<file path="src/sv/fbr_pkg.sv">
package fbr_pkg;

    // request kinds
    localparam logic [1:0] KIND_REPLACE = 2'd0;
    localparam logic [1:0] KIND_WRITE   = 2'd1;
    localparam logic [1:0] KIND_READ    = 2'd2;
    localparam logic [1:0] KIND_INVAL   = 2'd3;

    typedef struct packed {
        logic [1:0] kind;
        logic [5:0] block_index;
    } t_fbr_in;

    typedef struct packed {
        logic [5:0] victim_index;
        logic       victim_was_free;
        logic [6:0] list_count;
    } t_fbr_out;

    // sequencer -> output stage
    typedef struct packed {
        logic     valid;
        t_fbr_out result;
    } t_fbr_done;

    typedef enum logic [1:0] {
        S_IDLE,
        S_UNLINK,
        S_APPEND,
        S_DONE
    } t_fbr_state;

endpackage

</file>
<file path="src/sv/fbr_ram.sv">
module fbr_ram #(
    parameter int DEPTH = 64,
    parameter int WIDTH = 6
) (
    input  logic                     i_clk,
    input  logic                     i_we,
    input  logic [$clog2(DEPTH)-1:0] i_waddr,
    input  logic [WIDTH-1:0]         i_wdata,
    input  logic [$clog2(DEPTH)-1:0] i_raddr,
    output logic [WIDTH-1:0]         o_rdata
);

    logic [WIDTH-1:0] r_mem [DEPTH];
    logic [WIDTH-1:0] r_rdata;

    always_ff @(posedge i_clk) begin
        if (i_we) begin
            r_mem[i_waddr] <= i_wdata;
        end
        r_rdata <= r_mem[i_raddr];
    end

    assign o_rdata = r_rdata;

endmodule

</file>
<file path="src/sv/fbr_seq.sv">
module fbr_seq
    import fbr_pkg::*;
#(
    parameter int NUM_BLOCKS = 64
) (
    input  logic      i_clk,
    input  logic      i_rst_n,
    input  logic      i_in_valid,
    output logic      o_in_ready,
    input  t_fbr_in   i_in_data,
    input  logic      i_take,
    output t_fbr_done o_done
);

    localparam int   IW  = $clog2(NUM_BLOCKS);
    localparam int   CW  = $clog2(NUM_BLOCKS + 1);
    localparam logic BIG = (NUM_BLOCKS >= 64);

    t_fbr_state            r_state, n_state;
    logic [IW-1:0]         r_blk, n_blk;
    logic [IW-1:0]         r_head, n_head;
    logic [IW-1:0]         r_tail, n_tail;
    logic [CW-1:0]         r_count, n_count;
    logic [CW-1:0]         r_fill, n_fill;
    logic [NUM_BLOCKS-1:0] r_listed, n_listed;
    logic [5:0]            r_victim, n_victim;
    logic                  r_free, n_free;

    logic [IW-1:0] tgt;
    logic          next_we, prev_we;
    logic [IW-1:0] next_waddr, next_wdata, prev_waddr, prev_wdata;
    logic [IW-1:0] next_rdata, prev_rdata;

    // next / prev links of the doubly linked age list, indexed by block
    fbr_ram #(.DEPTH(NUM_BLOCKS), .WIDTH(IW)) u_next (
        .i_clk  (i_clk),
        .i_we   (next_we),
        .i_waddr(next_waddr),
        .i_wdata(next_wdata),
        .i_raddr(tgt),
        .o_rdata(next_rdata)
    );

    fbr_ram #(.DEPTH(NUM_BLOCKS), .WIDTH(IW)) u_prev (
        .i_clk  (i_clk),
        .i_we   (prev_we),
        .i_waddr(prev_waddr),
        .i_wdata(prev_wdata),
        .i_raddr(tgt),
        .o_rdata(prev_rdata)
    );

    always_ff @(posedge i_clk) begin
        if (!i_rst_n) begin
            r_state  <= S_IDLE;
            r_count  <= '0;
            r_fill   <= '0;
            r_listed <= '0;
        end else begin
            r_state  <= n_state;
            r_count  <= n_count;
            r_fill   <= n_fill;
            r_listed <= n_listed;
        end
    end

    always_ff @(posedge i_clk) begin
        r_blk    <= n_blk;
        r_head   <= n_head;
        r_tail   <= n_tail;
        r_victim <= n_victim;
        r_free   <= n_free;
    end

    always_comb begin
        logic go_move;
        go_move    = 1'b0;
        tgt        = IW'(i_in_data.block_index);
        n_state    = r_state;
        n_blk      = r_blk;
        n_head     = r_head;
        n_tail     = r_tail;
        n_count    = r_count;
        n_fill     = r_fill;
        n_listed   = r_listed;
        n_victim   = r_victim;
        n_free     = r_free;
        next_we    = 1'b0;
        next_waddr = r_tail;
        next_wdata = r_blk;
        prev_we    = 1'b0;
        prev_waddr = r_blk;
        prev_wdata = r_tail;
        o_in_ready = (r_state == S_IDLE);

        case (r_state)
            S_IDLE: begin
                // occupancy is always a prefix: blocks below r_fill are occupied
                if (i_in_data.kind == KIND_REPLACE) begin
                    if (r_fill < CW'(NUM_BLOCKS)) begin
                        tgt     = r_fill[IW-1:0];
                        go_move = 1'b1;
                    end else if (r_count != '0) begin
                        tgt     = r_head;
                        go_move = 1'b1;
                    end
                end else if (i_in_data.kind == KIND_WRITE) begin
                    go_move = BIG || (i_in_data.block_index < 6'(NUM_BLOCKS));
                end
                if (i_in_valid) begin
                    n_blk    = tgt;
                    n_victim = '0;
                    n_free   = 1'b0;
                    n_state  = S_DONE;
                    if (i_in_data.kind == KIND_REPLACE && go_move) begin
                        n_victim = 6'(tgt);
                        if (r_fill < CW'(NUM_BLOCKS)) begin
                            n_free = 1'b1;
                            n_fill = r_fill + 1'b1;
                        end
                    end
                    if (i_in_data.kind == KIND_INVAL) begin
                        n_count  = '0;
                        n_fill   = '0;
                        n_listed = '0;
                    end
                    if (go_move) begin
                        if (!r_listed[tgt]) begin
                            n_state = S_APPEND;
                        end else if (tgt != r_tail) begin
                            n_state = S_UNLINK;
                        end
                    end
                end
            end
            S_UNLINK: begin
                // links of r_blk are on the read ports; r_blk is not the tail
                if (r_blk == r_head) begin
                    n_head = next_rdata;
                end else begin
                    next_we    = 1'b1;
                    next_waddr = prev_rdata;
                    next_wdata = next_rdata;
                end
                prev_we    = 1'b1;
                prev_waddr = next_rdata;
                prev_wdata = prev_rdata;
                n_state    = S_APPEND;
            end
            S_APPEND: begin
                if (r_count == '0) begin
                    n_head = r_blk;
                end else begin
                    next_we = 1'b1;
                    prev_we = 1'b1;
                end
                n_tail = r_blk;
                if (!r_listed[r_blk]) begin
                    n_count         = r_count + 1'b1;
                    n_listed[r_blk] = 1'b1;
                end
                n_state = S_DONE;
            end
            S_DONE: begin
                if (i_take) begin
                    n_state = S_IDLE;
                end
            end
            default: begin
                n_state = S_IDLE;
            end
        endcase
    end

    assign o_done.valid                  = (r_state == S_DONE);
    assign o_done.result.victim_index    = r_victim;
    assign o_done.result.victim_was_free = r_free;
    assign o_done.result.list_count      = 7'(r_count);

endmodule

</file>
<file path="src/sv/fifo_block_replacement.sv">
// FIFO block replacement unit.
// A replace or write moving a listed block passes UNLINK, APPEND and DONE, an appended block
// APPEND and DONE, and read, invalidate or a block already at the tail DONE alone; the result
// then moves to the output register. The age-list sequencer and its link RAMs handle one
// transaction at a time. Reset (i_rst_n low, synchronous) empties the list and frees every
// block; the link RAMs are not cleared, so no clearing pass is needed.
module fifo_block_replacement
    import fbr_pkg::*;
#(
    parameter int NUM_BLOCKS = 64
) (
    input  logic     i_clk,
    input  logic     i_rst_n,
    input  logic     i_in_valid,
    output logic     o_in_ready,
    input  t_fbr_in  i_in_data,
    output logic     o_out_valid,
    input  logic     i_out_ready,
    output t_fbr_out o_out_data
);

    // Sequencer: keeps the age list as a doubly linked list in two RAMs
    // (next/prev per block) plus head, tail, count and a per-block "listed"
    // bit. Occupancy never needs a search: blocks are only taken lowest
    // first and only freed all at once, so a fill pointer gives the lowest
    // free block directly.
    t_fbr_done done;
    logic      take;

    // Output register: the finished result moves here so the sequencer can
    // go back to idle while the downstream side stalls.
    logic     r_out_valid;
    t_fbr_out r_out_data;

    assign take = done.valid && (!r_out_valid || i_out_ready);

    fbr_seq #(.NUM_BLOCKS(NUM_BLOCKS)) u_seq (
        .i_clk     (i_clk),
        .i_rst_n   (i_rst_n),
        .i_in_valid(i_in_valid),
        .o_in_ready(o_in_ready),
        .i_in_data (i_in_data),
        .i_take    (take),
        .o_done    (done)
    );

    always_ff @(posedge i_clk) begin
        if (!i_rst_n) begin
            r_out_valid <= 1'b0;
        end else if (take) begin
            r_out_valid <= 1'b1;
        end else if (i_out_ready) begin
            r_out_valid <= 1'b0;
        end
    end

    // payload only changes when a new transaction is loaded
    always_ff @(posedge i_clk) begin
        if (take) begin
            r_out_data <= done.result;
        end
    end

    assign o_out_valid = r_out_valid;
    assign o_out_data  = r_out_data;

endmodule

</file>
<file path="config.mk">
export PLATFORM = sky130hd
export DESIGN_NAME = fifo_block_replacement
export DESIGN_NICKNAME = d
export VERILOG_FILES = /design/src/sv/fbr_pkg.sv /design/src/sv/fbr_ram.sv /design/src/sv/fbr_seq.sv /design/src/sv/fifo_block_replacement.sv
export SDC_FILE = /design/constraint.sdc
export NUM_CORES = 1
export LEC_CHECK = 0
export ABC_AREA = 1
export BUFFER_PORTS_ARGS = -buffer_cell sky130_fd_sc_hd__buf_2
export CORE_ASPECT_RATIO = 1.5
export CORE_MARGIN = 2
export CORE_UTILIZATION = 40
export CTS_CLUSTER_DIAMETER = 30
export DETAILED_ROUTE_END_ITERATION = 10
export GPL_TIMING_DRIVEN = 0
export PLACE_DENSITY = 0.55
export SETUP_SLACK_MARGIN = 0.02
export SYNTH_ARGS = -nofsm -noshare
export SYNTH_HDL_FRONTEND = slang
export SYNTH_HIERARCHICAL = 1
export SYNTH_SLANG_ARGS = --single-unit
export TNS_END_PERCENT = 5
</file>
<file path="constraint.sdc">
create_clock -name i_clk -period 7.5 [get_ports i_clk]
set_input_delay 0 -clock i_clk [delete_from_list [all_inputs] [get_ports i_clk]]
set_output_delay 0 -clock i_clk [all_outputs]
set_load 0.05 [all_outputs]
</file>
==> impl_metrics.toml, run 1 <==
[outcome]
outcome = "finished, final reports clean"

[power_and_ir_drop]
p_switching_uw = 7690
combPwrFrac = 0.347
swShare = 0.388
p_per_area_mw_per_mm2 = 431
clock_power_share = 0.334
peakVddDrop_uv = 282
power.internal_uw = 12100
seqPwrFrac = 0.319
leakagePower_uw = 0.0167

[floorplan]
ios = 28
fp-row-count = 138
initial_utilization = 0.404
die_h_um = 383
die_width_um = 256
die_area_sq_mm = 0.0981
coreArea_sq_mm = 0.0946

[sta]
period_needed_ns = 5.39
rsz0062_at_grt = "false"
hold_violations = 0
fin_skew_ns = 0.0401
min_period_over_period = 0.719
fmax_ghz = 0.185
setup_tns_ns = 0
whs_ns = 0.0721
worst_pin_slew_ns = 1.33
slew_headroom = 0.106
final_max_slew_viol_count = 0
setup_violations = 0

[clock_network]
cts_resized = 0
cts_tree = "yes"
cts_hold_buf = 16
h-tree-depth = 4
clock_latency_ns = 0.77
path_clk_slew_ns = 0.05
ctsLongestPathBuffers = 3
cts_sinks = 900
post_cts_buffers = 0
cts_root_buf = "clkbuf_16"
cts_buffers = 142

[global_route]
grtUsageTotal = 0.249
grt_pass1_wl_mm = 179
grt_pass1_vias = 27800
grt_antenna_before_repair = 1
grt_max_degree = 34
overflow = 0

[worst_setup_path]
rrSetupSlack_ns = 2.11
worstPathMaxFanout = 10
crit_arrival_ns = 5.78
crit_path_max_incr_delay_ns = 0.82
slowest_stage = "nor2_1"
crit_path_end_kind = "register"
cp.required_ns = 7.89
path_class = "register to register"
cpMostUsedCell = "clkbuf_1"
path_cells = "buf_2, clkinv_1, a221oi_1, nand2_1, o31ai_1, clkbuf_1, a21oi_1, clkbuf_1, inv_1, nand4_1, nor2_1"
crit_path_start_kind = "register"

[synth]
syn_area_per_cell_sq_um = 10.6
ys_seq_elements = 900
ys_seq_area_frac = 0.682
synthFlopType = "edfxtp_1"
synth.distinct_cells = 42
synth_edf_count = 807
synth_nets = 3630
syn-cell-area_sq_mm = 0.0382
yosysWarnings = 6
synth_cells = 3611
async_reset_ff_frac = 0

[layout]
fill_cells = 8746
areaGrowthSynthToFinish_pct = 20.2
fin_nets = 3858
drive_above_1_share = 0.130
n_antenna_cell = 0
final_common_cell = "nand2_1"
design_area_sq_mm = 0.0460
finalCoreUtilization = 0.486
layout_common_cells = "nand2_1, nand3_1, edfxtp_1"

[job]
maxCapViolations = 0

[route]
drt-pass1-iter-count = 6
vias_per_cell = 5.42
post_drt_wl_per_cell_um = 23.4
drc = 0
vias = 28300
ant_nets = 0
first_iter_violations = 2590
wirelength_mm = 122

[placed_design]
dpl_cell_area_sq_mm = 0.0409
place_congestion = 0.979
dpl.hpwl_mm = 87.9
io_buffers = 27

[hold_path]
hp-class = "primary input to register"
-- power by group through the flow --
stage | combinational, uW | clock [uW] | sequential, uW
after global routing | 7340 | 6930 | 6320
after detailed placement | 6800 | 0 | 6410
after CTS | 6830 | 6720 | 6310
after floorplan | 3650 | 0 | 6520
final | 6880 | 6630 | 6320
after global placement | 6270 | 0 | 6720
-- routing by layer --
metal | track usage | routed length [um] | up-vias
li1 | - | - | 13100
met5 | 0 | 13 | -
met3 | 0.0419 | 6840 | 327
met4 | 0.148 | 7350 | 2
met1 | 0.274 | 44400 | 13800
met2 | 0.449 | 63600 | 1083
-- through the flow --
step / setup WS (ns) / total power, uW / instances
2_1_floorplan: 3.00 / 10200 / 3611
3_3_place_gp: -1.87 / 13000 / 4898
3_5_place_dp: 2.19 / 13200 / 4939
4_1_cts: 2.16 / 19900 / 5217
5_1_grt: 1.80 / 20600 / 5217
6_report: 2.11 / 19800 / 5217
-- critical path, delay by kind of cell, from the launching register on --
kind / cells / cell delay (ns)
flip-flops: 1 / 0.34
AND/OR/NAND/NOR: 3 / 1.66
AO/OA/AOI/OAI: 3 / 1.34
buffers and inverters: 5 / 1.66
-- sequential cells by signal (all words and copies together), names as in the netlist --
signal / flops
u_seq/r_tail: 6
u_seq/u_prev/r_mem: 384
u_seq/r_head: 6
u_seq/u_next/r_mem: 384
u_seq/u_prev/o_rdata: 6
u_seq/r_victim: 6
u_seq/r_listed: 64
u_seq/r_blk: 6
o_out_valid: 1
u_seq/r_free: 1
o_out_data: 14
u_seq/r_count: 7
u_seq/r_state: 2
u_seq/r_fill: 7
u_seq/u_next/o_rdata: 6
-- synth_stat cells (all sizes together), types with 2 or more instances --
cell type | number | area [sq um]
o221ai | 4 | 35.0
a22oi | 4 | 30.0
o211ai | 2 | 15.0
o2111ai | 5 | 43.8
edfxtp | 807 | 24200
o21ai | 40 | 200
nor4 | 17 | 106
or2 | 3 | 18.8
buf | 159 | 928
a31oi | 3 | 18.8
a21oi | 95 | 483
nor2 | 145 | 544
ha | 7 | 87.6
nand2 | 1117 | 4200
o22ai | 22 | 138
xnor2 | 2 | 17.5
nand4 | 22 | 144
xor2 | 3 | 26.3
a221oi | 2 | 17.5
o31ai | 3 | 22.5
clkbuf | 49 | 184
nand3 | 829 | 4160
clkinv | 6 | 22.5
dfxtp | 93 | 1860
nor3 | 12 | 65.1
inv | 154 | 578
-- cell type report --
class | count | area [sq um] | share of cell area
inverters | 160 | 601 | 0.0131
clock buffers | 161 | 3770 | 0.0820
flip-flops and latches | 900 | 26100 | 0.568
plain buffers | 208 | 1110 | 0.0242
clock inverters | 101 | 1120 | 0.0243
repair buffers | 84 | 1000 | 0.0219
well taps | 1260 | 1580 | 0.0343
multi-input cells | 2343 | 10700 | 0.232
-- worst paths after layout --
kind,startpoint,endpoint,cells after the start
min reg2reg,u_seq/r_victim[4],o_out_data[12],0
min,i_in_data[3],u_seq/r_blk[3],3
max reg2reg,u_seq/r_blk[5],u_seq/u_next/r_mem[41][0],11
max,u_seq/r_blk[5],u_seq/u_next/r_mem[41][0],11
-- cell families after synthesis --
logic type | after synthesis | share of synthesized area
and+or+nand+nor | 2147 | 0.242
DFF | 900 | 0.682
adders and majority gates | 7 | 0.00229
buffers and inverters | 368 | 0.0448
xor gates and xnor gates | 5 | 0.00115
AOI/OAI and AO/OA | 184 | 0.0274
(Power assumes the default switching activity.)
==> run 2, diff against run 1 <==
ABC_AREA = 0   (was 1)
PLACE_DENSITY = 0.57   (was 0.55)
clock period = 4.85 ns   (was 7.5 ns; I/O delays follow)
==> impl_metrics.toml, run 2 <==
[sta]
setup_violations = 0
hold_violations = 0
period_needed_ns = 4.81
slew_headroom = -0.00198
fin_skew_ns = 0.0320
min_period_over_period = 0.992
rsz0062_at_grt = "true"
fmax_ghz = 0.208
worst_pin_slew_ns = 1.49
final_max_slew_viol_count = 1

[layout]
final_common_cell = "edfxtp_1"
stdcell_count = 3616
fin_nets = 2357
top_regs = "u_seq/u_next/r_mem (384), u_seq/u_prev/r_mem (384), u_seq/r_listed (64)"
layout_common_cells = "edfxtp_1, mux4_2, nand2_1"
areaGrowthSynthToFinish_pct = 18.5
n_antenna_cell = 0
drive_above_1_share = 0.271

[route]
drt-pass1-iter-count = 7
post_drt_wl_per_cell_um = 27.4
dr_wl_met2_mm = 53.0
highest_layer = "met4"
ant_nets = 0
wirelength_mm = 98.9
met1_length_mm = 35.6
drc = 0
dr_wl_met3_mm = 5.89
vias = 21100
vias_per_cell = 5.83
first_iter_violations = 1832

[power_and_ir_drop]
p_switching_uw = 8710
power.internal_uw = 18200
seqPwrFrac = 0.373
peakVddDrop_uv = 395
clock_power_share = 0.353
finalPower_uw = 26900
swShare = 0.324
p_per_area_mw_per_mm2 = 615
combPwrFrac = 0.274
leakagePower_uw = 0.0139

[placed_design]
dpl.hpwl_mm = 66.4
place_congestion = 0.929
placedCellCount = 3366
io_buffers = 25

[synth]
synth_top_area_frac = 0.657
synth.distinct_cells = 83
ys_seq_elements = 900
synth_most_common_cell = "edfxtp_1"
yosysWarnings = 6
ys_seq_area_frac = 0.708
synth_nets = 2180
syn-cell-area_sq_mm = 0.0369
synthFlopType = "edfxtp_1"
syn_area_per_cell_sq_um = 17.1
async_reset_ff_frac = 0
synth_cells = 2161
synth_edf_count = 807
ys_top_cells_by_count = "edfxtp_1, mux4_2, nand2_1, nor2_1, dfxtp_1"
synth_area_leaders = "edfxtp_1, mux4_2, dfxtp_1, nand2_1, nor2_1"
yosys.area.top_type = "edfxtp_1"

[outcome]
outcome = "complete, but fails checks"
violations = "max-capacitance violations, max-slew violations"

[clock_network]
cts_buffers = 131
cts_root_buf = "clkbuf_16"
cts_sinks = 900
clock_latency_ns = 0.72
ctsLongestPathBuffers = 3
h-tree-depth = 4
cts_tree = "yes"
path_clk_slew_ns = 0.05

[global_route]
grt_pass1_vias = 21800
grtUsageTotal = 0.212
overflow = 0
grt_max_degree = 65
grt_antenna_before_repair = 1
grt_pass1_wl_mm = 146

[worst_setup_path]
crit_path_start_kind = "register"
crit_path_end_kind = "register"
crit_arrival_ns = 5.16
cp.required_ns = 5.19
path_class = "register to register"
worstPathMaxFanout = 10

[job]
maxCapViolations = 1

[floorplan]
fp-row-count = 136
ios = 28
die_area_sq_mm = 0.0947
coreArea_sq_mm = 0.0915
die_width_um = 252
die_h_um = 376
initial_utilization = 0.403

[hold_path]
hp-class = "primary input to register"
run 2: final cells by class:
type,count,area (sq um)
timing repair buffer,51,454
inverter,16,62.6
clock buffer,143,3390
sequential,900,26100
buffer,118,771
fill,7689,47800
tap,1173,1470
multi-input combinational,1120,10400
clock inverter,95,1080
run 2: what timing repair did:
action | in CTS | in global routing
resized for setup | 27 | 102
pin swaps | 1 | 2
setup endpoints to repair | 382 | 396
buffers inserted | 2 | 3
hold buffers | 14 | 0
cloned | 0 | 0
hold endpoints to repair | 39 | 0
run 2: metrics by stage:
stage | utilization | worst slack, ns | hold slack (ns) | TNS (ns) | cell area (sq um)
after floorplan | - | 1.16 | 0.117 | 0 | 36900
after global placement | 0.420 | -0.300 | 0.293 | -46.70 | 38500
after detailed placement | 0.422 | -0.417 | 0.292 | -79.02 | 38600
after CTS | 0.473 | -0.282 | 0.0928 | -27.13 | 43300
after global routing | 0.477 | -0.193 | 0.119 | -20.28 | 43700
final | 0.477 | 0.0366 | 0.163 | 0 | 43700
run 2: power groups by stage:
stage               clock [uW]  combinational, uW  sequential [uW]
CTS                       9670               7250            10000
detailed placement           0               7180            10200
global route              9990               7780            10000
global placement             0               6840            10300
finish                    9500               7360            10000
floorplan                    0               4310            10200
run 2: cell families after synthesis:
kind of cell / after synthesis / synth area share
compound gates: 270 / 0.0490
xor+xnor: 17 / 0.00404
fa+ha+maj: 7 / 0.00237
buf+inv: 141 / 0.0230
flops: 900 / 0.708
mux: 290 / 0.146
simple gates: 536 / 0.0678
run 2: final timing paths:
path / start / end / slack [ns] / depth (start not counted)
max: u_seq/r_blk[1] / u_seq/u_next/r_mem[52][2] / 0.04 / 14
min reg2reg: u_seq/r_victim[2] / o_out_data[10] / 0.40 / 0
max reg2reg: u_seq/r_blk[1] / u_seq/u_next/r_mem[52][2] / 0.04 / 14
min: i_in_data[0] / u_seq/r_blk[0] / 0.16 / 4
run 2: worst max-delay path: stages, from the launching register on:
cell and delay [ns]:
edfxtp_1 0.42, buf_2 0.33, buf_4 0.25, buf_2 0.26, buf_2 0.31, xnor2_1 0.16
nand4_1 0.12, o31ai_2 0.45, inv_1 0.17, clkbuf_1 0.25, nand2_1 0.13, nand2_1 0.40
nor2b_1 0.32, nand4b_1 0.23, nor2_1 0.62
run 2: routing by layer:
layer  up-vias  global-route usage
met1     11000               0.240
li1       9033                   -
met3       235              0.0431
met2       836               0.382
met5         -                   0
met4         0              0.0961
